File: src/dq_pkg.sv
// ----------------------------------------------------------------------------
// dq_pkg: shared types and codes for the circular deque
// Command, status and cell operation codes, and the per-cell control struct.
// ----------------------------------------------------------------------------
`default_nettype none

package dq_pkg;

  localparam int unsigned DATA_W = 32;

  // command codes
  localparam logic [2:0] CMD_CREATE     = 3'd0;
  localparam logic [2:0] CMD_DISPLAY    = 3'd1;
  localparam logic [2:0] CMD_PUSH_FRONT = 3'd2;
  localparam logic [2:0] CMD_PUSH_BACK  = 3'd3;
  localparam logic [2:0] CMD_POP_FRONT  = 3'd4;
  localparam logic [2:0] CMD_POP_BACK   = 3'd5;

  // result status codes
  localparam logic [1:0] ST_OK    = 2'd0;
  localparam logic [1:0] ST_EMPTY = 2'd1;
  localparam logic [1:0] ST_FULL  = 2'd2;

  // cell operations
  localparam logic [2:0] OP_HOLD      = 3'd0;
  localparam logic [2:0] OP_SHIFT_IN  = 3'd1;  // take from front-side neighbor
  localparam logic [2:0] OP_SHIFT_OUT = 3'd2;  // take from back-side neighbor
  localparam logic [2:0] OP_LOAD      = 3'd3;  // selected cell takes new value
  localparam logic [2:0] OP_ROTATE    = 3'd4;  // shift out, selected cell takes front

  typedef struct packed {
    logic [2:0] op;
    logic       hit;  // this cell is the selected position
  } cell_ctl_t;

endpackage

`default_nettype wire

File: src/circular_deque.sv
// ----------------------------------------------------------------------------
// circular_deque: bounded double-ended queue of signed 32-bit values
//
// Input channel (in_valid / in_stall): one beat carries a command and
// value_in. Output channel (out_valid / out_stall): one beat per result with
// value_out, status and last; last marks the final result of a command.
//
// Storage is a chain of DEPTH cells ordered front (cell 0) to back. Push
// front shifts the chain toward the back, pop front shifts it toward the
// front, push back and create load one selected cell, pop back reads the
// tail cell. Display rotates the chain one cell per cycle while the output
// register is free, sending cell 0 out and putting it behind the tail, so
// after fill_count steps the order is back where it started.
//
// Timing: create, push and pop results land in the output register at the
// edge that takes the input beat, as does the empty status of a display on
// an empty queue; otherwise the first display value lands in the cycle
// after. Display first starts its stream and then shows its values in turn.
// Unused command codes produce no result. While display streams or while a
// result sits stalled in the output register, in_stall is high. Reset empties
// the queue and holds in_stall high; cell contents are left as they are.
// ----------------------------------------------------------------------------
`default_nettype none

module circular_deque import dq_pkg::*; #(
  parameter int unsigned DEPTH = 16
) (
  input  logic                     clk,
  input  logic                     rst,
  input  logic                     in_valid,
  output logic                     in_stall,
  input  logic [2:0]               command,
  input  logic signed [DATA_W-1:0] value_in,
  output logic                     out_valid,
  input  logic                     out_stall,
  output logic signed [DATA_W-1:0] value_out,
  output logic [1:0]               status,
  output logic                     last
);

  localparam int unsigned IW = $clog2(DEPTH);
  localparam int unsigned CW = $clog2(DEPTH + 1);

  localparam logic S_IDLE = 1'b0;
  localparam logic S_SHOW = 1'b1;

  logic              state, state_next;
  logic [CW-1:0]     count, count_next;
  logic [CW-1:0]     left, left_next;   // display values still to send
  logic [CW-1:0]     cnt_dec;

  logic [DATA_W-1:0] cell_vals [DEPTH];
  logic [2:0]        cell_op;
  logic [IW-1:0]     sel;

  logic              out_free;
  logic              in_acc;
  logic              emit;
  logic [DATA_W-1:0] emit_val;
  logic [1:0]        emit_st;
  logic              emit_last;

  assign out_free = !out_valid || !out_stall;
  assign in_stall = rst || !((state == S_IDLE) && out_free);
  assign in_acc   = in_valid && !in_stall;
  assign cnt_dec  = count - 1'b1;

  // ---- cell chain ----
  for (genvar i = 0; i < DEPTH; i++) begin : g_cell
    cell_ctl_t         ctl;
    logic [DATA_W-1:0] prev_v;
    logic [DATA_W-1:0] next_v;

    assign ctl.op  = cell_op;
    assign ctl.hit = (sel == IW'(i));

    if (i == 0) begin : g_head
      assign prev_v = value_in;
    end else begin : g_mid_p
      assign prev_v = cell_vals[i-1];
    end

    if (i == DEPTH - 1) begin : g_tail
      assign next_v = cell_vals[i];
    end else begin : g_mid_n
      assign next_v = cell_vals[i+1];
    end

    dq_cell u_cell (
      .clk      (clk),
      .ctl      (ctl),
      .value_in (value_in),
      .prev_val (prev_v),
      .next_val (next_v),
      .wrap_val (cell_vals[0]),
      .value    (cell_vals[i])
    );
  end

  // ---- command decode and display sequencing ----
  always_comb begin
    state_next = state;
    count_next = count;
    left_next  = left;
    cell_op    = OP_HOLD;
    sel        = '0;
    emit       = 1'b0;
    emit_val   = '0;
    emit_st    = ST_OK;
    emit_last  = 1'b1;

    if (state == S_IDLE) begin
      if (in_acc) begin
        unique case (command)
          CMD_CREATE: begin
            cell_op    = OP_LOAD;
            sel        = '0;
            count_next = CW'(1);
            emit       = 1'b1;
          end
          CMD_DISPLAY: begin
            if (count == '0) begin
              emit    = 1'b1;
              emit_st = ST_EMPTY;
            end else begin
              state_next = S_SHOW;
              left_next  = count;
            end
          end
          CMD_PUSH_FRONT: begin
            emit = 1'b1;
            if (count == CW'(DEPTH)) begin
              emit_st = ST_FULL;
            end else begin
              cell_op    = OP_SHIFT_IN;
              count_next = count + 1'b1;
            end
          end
          CMD_PUSH_BACK: begin
            emit = 1'b1;
            if (count == CW'(DEPTH)) begin
              emit_st = ST_FULL;
            end else begin
              cell_op    = OP_LOAD;
              sel        = count[IW-1:0];  // count < DEPTH here
              count_next = count + 1'b1;
            end
          end
          CMD_POP_FRONT: begin
            emit = 1'b1;
            if (count == '0) begin
              emit_st = ST_EMPTY;
            end else begin
              emit_val   = cell_vals[0];
              cell_op    = OP_SHIFT_OUT;
              count_next = cnt_dec;
            end
          end
          CMD_POP_BACK: begin
            emit = 1'b1;
            if (count == '0) begin
              emit_st = ST_EMPTY;
            end else begin
              emit_val   = cell_vals[cnt_dec[IW-1:0]];
              count_next = cnt_dec;
            end
          end
          default: begin
          end
        endcase
      end
    end else begin
      // stream front value, move it behind the tail
      if (out_free) begin
        emit      = 1'b1;
        emit_val  = cell_vals[0];
        emit_last = (left == CW'(1));
        cell_op   = OP_ROTATE;
        sel       = cnt_dec[IW-1:0];
        left_next = left - 1'b1;
        if (left == CW'(1)) state_next = S_IDLE;
      end
    end
  end

  // ---- control registers ----
  always_ff @(posedge clk) begin
    if (rst) begin
      state     <= S_IDLE;
      count     <= '0;
      left      <= '0;
      out_valid <= 1'b0;
    end else begin
      state <= state_next;
      count <= count_next;
      left  <= left_next;
      if (out_free) out_valid <= emit;
    end
  end

  // ---- output payload ----
  always_ff @(posedge clk) begin
    if (out_free && emit) begin
      value_out <= emit_val;
      status    <= emit_st;
      last      <= emit_last;
    end
  end

  // ---- checks ----
  a_count_range: assert property (@(posedge clk) disable iff (rst)
    count <= CW'(DEPTH))
    else $error("fill count above depth");

  a_show_left: assert property (@(posedge clk) disable iff (rst)
    (state == S_SHOW) |-> (left != '0) && (left <= count))
    else $error("display counter out of range");

  a_create_one: assert property (@(posedge clk) disable iff (rst)
    (in_acc && command == CMD_CREATE) |=> (count == CW'(1)) && out_valid)
    else $error("create did not leave one element");

  a_show_end: assert property (@(posedge clk) disable iff (rst)
    (state == S_SHOW && out_free && left == CW'(1)) |=> (state == S_IDLE) && last)
    else $error("display did not finish with last");

  a_no_accept_show: assert property (@(posedge clk) disable iff (rst)
    (state == S_SHOW) |-> in_stall)
    else $error("input taken during display");

endmodule

`default_nettype wire

File: src/dq_cell.sv
// ----------------------------------------------------------------------------
// dq_cell: one storage cell of the deque chain
// Holds one value; loads, shifts from either neighbor or rotates per command.
// ----------------------------------------------------------------------------
`default_nettype none

module dq_cell import dq_pkg::*; (
  input  logic              clk,
  input  cell_ctl_t         ctl,
  input  logic [DATA_W-1:0] value_in,
  input  logic [DATA_W-1:0] prev_val,
  input  logic [DATA_W-1:0] next_val,
  input  logic [DATA_W-1:0] wrap_val,
  output logic [DATA_W-1:0] value
);

  always_ff @(posedge clk) begin
    case (ctl.op)
      OP_SHIFT_IN:  value <= prev_val;
      OP_SHIFT_OUT: value <= next_val;
      OP_LOAD: begin
        if (ctl.hit) value <= value_in;
      end
      OP_ROTATE:    value <= ctl.hit ? wrap_val : next_val;
      default:      value <= value;
    endcase
  end

endmodule

`default_nettype wire
File: config.mk
export PLATFORM = sky130hd
export DESIGN_NAME = circular_deque
export DESIGN_NICKNAME = d
export VERILOG_FILES = /design/src/dq_pkg.sv /design/src/circular_deque.sv /design/src/dq_cell.sv
export SDC_FILE = /design/constraint.sdc
export NUM_CORES = 1
export LEC_CHECK = 0
export BUFFER_PORTS_ARGS = -buffer_cell sky130_fd_sc_hd__buf_2
export CORE_UTILIZATION = 43
export CTS_CLUSTER_DIAMETER = 60
export DETAILED_ROUTE_END_ITERATION = 7
export SYNTH_ARGS = -nofsm -noshare
export SYNTH_HDL_FRONTEND = slang
export SYNTH_SLANG_ARGS = --single-unit
File: constraint.sdc
create_clock -name clk -period 6.3 [get_ports clk]
set_input_delay 1.26 -clock clk [delete_from_list [all_inputs] [get_ports clk]]
set_output_delay 1.26 -clock clk [all_outputs]
set_load 0.01 [all_outputs]
; ---- Word level (Yosys, flattened, before mapping)
; Cells that the tools add are included.
[classes]
reduce_logical = 41
mul = 0
div = 0
n_lt_le_gt_ge = 1
add_sub_neg = 3
bitwise = 3
eq_ne = 48
n_shift = 0
muxes = 91
[ops]
columns = cell, count
row1 = $pmux 32 s4, 15
row2 = $mux 32, 39
row3 = $bmux 32 s4, 1
row4 = $pmux 32 s3, 1
row5 = $pmux 32 s2, 1
row6 = $ne 2x1->1 const B, 18
row7 = $mux 5, 7
row8 = $eq 4x4->1 const B, 8
row9 = $reduce_and 2->1, 15
row10 = $mux 4, 5
row11 = $eq 4x3->1 const B, 4
row12 = $pmux 5 s3, 1
row13 = $eq 3x2->1 const B, 4
row14 = $mux 1, 12
row15 = $sub 5x1->5 const B, 2
row16 = $eq 3x3->1 const B, 3
row17 = $eq 4x2->1 const B, 2
row18 = $mux 2, 4
row19 = $ne 2x2->1 const B, 4
row20 = $pmux 2 s4, 1
row21 = $eq 3x1->1 const B, 2
row22 = $mux 3, 2
row23 = $reduce_and 3->1, 2
row24 = $reduce_bool 3->1, 2
row25 = 22 further kinds, 32
[totals]
regBits = 559
inputBits = 39
latchBits = 0
output_inout_bits = 37
wordCells = 210
rom_bits = 0
memories = 0
ramBits = 0

; ---- Logic depth before layout (Yosys ltp)
[logic_depth]
ltp_word = 12
ltp_mapped = 13

; ---- By module
; From an unflattened synthesis, not the netlist that was laid out.
[unflattened]
cells_unflattened = 4616
hier_area_um2 = 47413.0
[modules_own_cells]
columns = module, cells_each, seq_area_each_um2, instances, area_each_um2
row1 = dq_cell, 256, 960.9, 16, 2543.7
row2 = circular_deque, 520, 1291.2, 1, 6713.9

; ---- Worst setup path after synthesis
; No wires, ideal clock.
[synth_path]
path_kind = input to register
from = in command[1]
to = reg g_cell[0].u_cell.value[0] (enable)
path_buffers = 1
setup_slack_ns = 0.688
arrival_time_ns = 5.132
t_required_ns = 5.820
path_stages = 6
cell_sequence = clkbuf_1 nand3b_1 or4_1 nand2_2 nor3_2 a311oi_1
[synth_between]
elab_chain_cells = 7
[synth_lines]
columns = element, line
row1 = "start, declared", circular_deque.sv:32  ; input logic [2:0] command,
row2 = "$eq 3x3->1, or another cell as far along", circular_deque.sv:114  ; unique case (command)
row3 = $pmux 2 s4 or $mux 4 (tied branches), circular_deque.sv:114
row4 = $mux 2 or $mux 4 (tied branches), circular_deque.sv:113  ; if (in_acc) begin
row5 = $mux 3 or $mux 4 (tied branches), circular_deque.sv:112  ; if (state == S_IDLE) begin
row6 = "$eq 3x2->1, or another cell as far along", dq_cell.sv:18  ; case (ctl.op)
row7 = "$ne 2x1->1 (no line), or another cell as far along", -
row8 = $reduce_and 3->1 (no line) *, -
row9 = "end signal, assigned", dq_cell.sv:19  ; OP_SHIFT_IN: value <= prev_val;
row10 = "end signal, assigned", dq_cell.sv:20  ; OP_SHIFT_OUT: value <= next_val;
row11 = "end signal, assigned", dq_cell.sv:22  ; if (ctl.hit) value <= value_in;
row12 = "end, declared", dq_cell.sv:14  ; output logic [DATA_W-1:0] value
; Every way passes the cells marked *; elsewhere a longest branch is shown, timed or not.
; A chain may end at the register's enable or synchronous reset.

; ---- Final worst setup path
[layout_path]
from = in out_stall
to = reg g_cell[8].u_cell.value[25] (enable)
[layout_between]
elab_chain_cells = 12
[layout_lines]
columns = element, line
row1 = "start, declared", circular_deque.sv:35  ; input logic out_stall,
row2 = $logic_not 1->1 *, circular_deque.sv:63  ; assign out_free = !out_valid || !out_stall;
row3 = $logic_or 1x1->1 *, circular_deque.sv:63
row4 = $logic_and 1x1->1, circular_deque.sv:64  ; assign in_stall = rst || !((state == S_IDLE) && out_free);
row5 = $logic_not 1->1, circular_deque.sv:64
row6 = $logic_or 1x1->1, circular_deque.sv:64
row7 = $logic_not 1->1, circular_deque.sv:65  ; assign in_acc = in_valid && !in_stall;
row8 = $logic_and 1x1->1, circular_deque.sv:65
row9 = $mux 4 or $mux 2 (tied branches), circular_deque.sv:113
row10 = $mux 4 or $mux 3 (tied branches), circular_deque.sv:112
row11 = "$eq 4x4->1, or another cell as far along", circular_deque.sv:75  ; assign ctl.hit = (sel == IW'(i));
row12 = $ne 2x1->1 (no line) or $reduce_bool 4->1 (tied branches), -
row13 = $reduce_and 2->1 (no line) *, -
row14 = "end signal, assigned", dq_cell.sv:19
row15 = "end signal, assigned", dq_cell.sv:20
row16 = "end signal, assigned", dq_cell.sv:22
row17 = "end, declared", dq_cell.sv:14
; Marks and branches as above.

==> insert_results.sql <==
INSERT INTO impl_metrics (metric_group, metric, value, unit) VALUES
('status', 'run_status', 'completed', ''),
('synth', 'syn-mean-instance-area', '9.763', 'µm²'),
('die', 'fp.dieArea', '79750', 'µm²'),
('grt', 'first_global_vias', '28252', ''),
('layout', 'area_delta_synth_final', '11.18', '%'),
('critical_path', 'crit_fanout', '33', ''),
('synth', 'synth-warning-count', '0', ''),
('clocking', 'ctsLongestPathBuffers', '3', ''),
('grt', 'grt_start_max_net_pins', '220', ''),
('run', 'cap_violations', '0', ''),
('pwr', 'vdd.ir_drop.worst', '0.0001857', 'V'),
('synth', 'synth-edff-count', '547', ''),
('grt', 'antenna_violations_before_repair', '1', ''),
('clocking', 'postCtsSetupBuffers', '0', ''),
('drt', 'count_of_vias_placed_by_the_detailed_router', '29925', ''),
('grt', 'grtUsageTotal', '31.87', '%'),
('clocking', 'clock_tree.root_cell', 'sky130_fd_sc_hd__clkbuf_16', ''),
('drt', 'detail-route-antenna-nets', '0', ''),
('drt', 'initial_drt_markers', '4292', ''),
('placed_design', 'placed_area', '35140', 'µm²'),
('die', 'initial_core_util', '43.57', '%'),
('drt', 'post_drt_via_cell_ratio', '6.723', ''),
('clocking', 'post_cts_resize_count', '0', ''),
('drt', 'detail_route.wirelength', '127.3', 'mm'),
('pwr', 'power.leakage', '0.01091', 'µW'),
('clocking', 'clock_latency', '0.63', 'ns'),
('clocking', 'cts_htree_levels', '3', ''),
('die', 'die_height', '282.4', 'µm'),
('die', 'die_width', '282.4', 'µm'),
('synth', 'postSynthRegisterBits', '559', ''),
('clocking', 'clk_transition_reported_paths', '0.05', 'ns'),
('clocking', 'cts_tree', 'done', ''),
('clocking', 'cts_buffers', '74', ''),
('placed_design', 'hpwl', '74.08', 'mm'),
('synth', 'synth.largest_area_cell', 'sky130_fd_sc_hd__edfxtp_1', ''),
('placed_design', 'gp_congestion', '0.8913', ''),
('timing', 'max_freq', '0.2275', 'GHz'),
('timing', 'timing.clock.skew', '0.03015', 'ns'),
('critical_path', 'path_class', 'in2reg', ''),
('critical_path', 'worst_ep_arrival_time', '4.70', 'ns'),
('timing', 'timing_max_transition_violations_final', '0', ''),
('synth', 'dominantRegCellSynth', 'sky130_fd_sc_hd__edfxtp_1', ''),
('synth', 'synth_top_cell_area_share', '48.58', '%'),
('grt', 'grt_pass1_wl', '189.1', 'mm'),
('clocking', 'cts_hold_buf', '0', ''),
('grt', 'grt.overflow.total', '0', ''),
('timing', 'setup_viol', '0', ''),
('timing', 'final_period_minus_worst_setup_slack', '4.395', 'ns'),
('timing', 'final-hold-violation-count', '0', ''),
('clocking', 'clkSinkCount', '559', ''),
('synth', 'post_synth_inst_count', '3463', ''),
('pwr', 'power_density', '262.0', 'nW/µm²'),
('critical_path', 'critPathCaptureType', 'register', ''),
('synth', 'synth.top_cells.by_area', 'sky130_fd_sc_hd__edfxtp_1 49%, sky130_fd_sc_hd__mux4_2 8.5%, sky130_fd_sc_hd__a31oi_1 8.3%, sky130_fd_sc_hd__nand2_1 5.9%, sky130_fd_sc_hd__nor2_1 5.2%', ''),
('drt', 'routed_wire_length_per_instance', '28.59', 'µm'),
('synth', 'seq_area_frac_synth', '49.29', '%'),
('layout', 'final_area', '37590', 'µm²'),
('drt', 'firstDrtPassIters', '6', ''),
('timing', 'totalNegativeSetupSlack', '0', 'ns'),
('critical_path', 'timing.critical_path.required', '6.60', 'ns'),
('layout', 'drive_above_1_share', '16.42', '%'),
('synth', 'cell_area_after_synthesis', '33810', 'µm²'),
('layout', 'finish.net_count', '3395', ''),
('timing', 'layout_worst_path_cycle_share', '69.76', '%'),
('timing', 'tightestPinTransition', '1.358', 'ns'),
('synth', 'synth.net_count', '3510', ''),
('drt', 'post-route-drc-count', '0', ''),
('die', 'core-area', '77590', 'µm²'),
('die', 'design.portCount', '76', ''),
('worst_hold_path', 'hp-class', 'reg2reg', ''),
('timing', 'setup_repair_after_global_routing_missed_its_margin', 'false', ''),
('timing', 'relSlewSlack', '9.493', '%'),
('placed_design', 'number_of_input_and_output_port_buffers_inserted', '75', ''),
('critical_path', 'worst_setup_path_start_kind', 'primary input', ''),
('synth', 'async_flop_share', '0', '%'),
('synth', 'synth.distinct_cells', '71', ''),
('die', 'row_count', '102', '');
state kept, by name, indices dropped and copies added, names as in the netlist:
| name | cells |
|---|---|
| count | 5 |
| g_cell.u_cell.value | 512 |
| last | 1 |
| left | 5 |
| out_valid | 1 |
| state | 1 |
| status | 2 |
| value_out | 32 |
final timing paths:
path / startpoint / end / slack [ns] / cells after the start
worst max-delay path: out_stall / g_cell[8].u_cell.value[25] / 1.90 / 8
worst min-delay path: left[1] / left[1] / 0.51 / 2
worst max register to register: state / g_cell[8].u_cell.value[25] / 2.17 / 7
worst min register to register: left[1] / left[1] / 0.51 / 2
metrics by stage:
step / cells / hold slack (ns) / util (%) / worst slack, ns / total power, µW
3_5_place_dp: 4312 / 0.4964 / 45.29 / 1.354 / 5610
2_1_floorplan: 3463 / 0.4568 / - / 0.6877 / 5183
3_3_place_gp: 4312 / 0.4888 / 45.29 / 1.368 / 5596
6_report: 4451 / 0.5050 / 48.45 / 1.905 / 9848
4_1_cts: 4450 / 0.5036 / 48.44 / 1.979 / 9850
5_1_grt: 4450 / 0.5357 / 48.44 / 1.722 / 10100
synth_stat cells, types with 4 or more instances:
cell                       instances
sky130_fd_sc_hd__edfxtp_1        547
sky130_fd_sc_hd__nand2_1         534
sky130_fd_sc_hd__nor2_1          471
sky130_fd_sc_hd__a31oi_1         450
sky130_fd_sc_hd__nand3_1         264
sky130_fd_sc_hd__clkbuf_1        231
sky130_fd_sc_hd__o21ai_0         160
sky130_fd_sc_hd__mux4_2          128
sky130_fd_sc_hd__o21ai_1          78
sky130_fd_sc_hd__buf_2            70
sky130_fd_sc_hd__and2_1           64
sky130_fd_sc_hd__or2_2            60
sky130_fd_sc_hd__a21oi_1          59
sky130_fd_sc_hd__nand3b_1         33
sky130_fd_sc_hd__a221o_1          32
sky130_fd_sc_hd__a32o_1           32
sky130_fd_sc_hd__mux2_2           32
sky130_fd_sc_hd__or2_1            30
sky130_fd_sc_hd__buf_1            27
sky130_fd_sc_hd__inv_1            18
sky130_fd_sc_hd__buf_6            14
sky130_fd_sc_hd__dfxtp_1          12
sky130_fd_sc_hd__buf_4             9
sky130_fd_sc_hd__ha_1              8
sky130_fd_sc_hd__nand2b_1          6
sky130_fd_sc_hd__nor3_1            6
sky130_fd_sc_hd__or2_0             6
sky130_fd_sc_hd__a22oi_1           5
sky130_fd_sc_hd__nand4_1           5
sky130_fd_sc_hd__a211oi_1          4
sky130_fd_sc_hd__and3_1            4
sky130_fd_sc_hd__nor4_4            4
layout by cell type (no fill, tap or decap), drive strengths merged, types with 3 or more instances in the layout:
cell / netlist / final
o21ai: 238 / 238
buf: 120 / 161
a32o: 32 / 32
inv: 19 / 22
a41oi: 4 / 4
or4: 3 / 3
nor2: 471 / 471
nor2b: 3 / 3
bufinv: 0 / 6
a221o: 32 / 32
clkbuf: 232 / 91
a22oi: 5 / 5
nand3: 264 / 264
edfxtp: 547 / 547
and3: 4 / 4
nor3: 11 / 11
nand2: 536 / 536
clkinv: 1 / 32
a21boi: 3 / 3
xnor2: 3 / 3
and2: 66 / 66
a21oi: 59 / 59
nand4: 6 / 6
mux2: 32 / 32
nand3b: 33 / 33
mux4: 128 / 128
dfxtp: 12 / 12
a31oi: 451 / 451
ha: 8 / 8
a22o: 3 / 3
a221oi: 3 / 3
nor4: 6 / 6
or2: 96 / 96
clkinvlp: 0 / 7
a211oi: 5 / 5
nand2b: 6 / 6
critical path, stage by stage:
cell,delay [ns]
sky130_fd_sc_hd__buf_2,0.15
sky130_fd_sc_hd__a21bo_2,0.53
sky130_fd_sc_hd__nor2_1,0.22
sky130_fd_sc_hd__a21oi_2,0.80
sky130_fd_sc_hd__nand4_4,0.11
sky130_fd_sc_hd__buf_4,0.36
sky130_fd_sc_hd__a21oi_4,0.80
sky130_fd_sc_hd__buf_4,0.41
report_power, final:
part | internal (µW) | total [µW] | switching, µW | leakage (µW)
Sequential | 4320 | 4460 | 135 | 0.00512
Clock | 2520 | 4290 | 1770 | 0.00117
Combinational | 400 | 1100 | 698 | 0.00462
final cells by class:
class / instances / area (µm²)
fillers: 7228 / 40000
flip-flops and latches: 559 / 16670
multi-input cells: 2532 / 15910
clock buffers: 91 / 1999
well taps: 1040 / 1301
repair buffers: 161 / 1184
clock inverters: 47 / 446.7
inverters: 20 / 75.07
diodes: 1 / 2.502
cells by family after synthesis:
| group | after synthesis | share of synthesized area [%] |
|---|---|---|
| adder cells (fa/ha/maj) | 8 | 0.2961 |
| flip-flops | 559 | 49.29 |
| buffers and inverters | 372 | 4.803 |
| AND/OR/NAND/NOR | 1512 | 20.09 |
| XOR/XNOR | 3 | 0.07773 |
| AO/OA/AOI/OAI | 848 | 15.82 |
| multiplexers | 161 | 9.622 |
per-layer routing:
layer	GRT usage [%]	vias up	share of wire [%]
li1	-	12732	-
met1	44.06	14731	40
met2	49.24	2131	45
met3	5.575	331	11
met4	13.72	0	4.2
met5	0	-	0
Note: power is estimated with default switching activity, not from simulation.
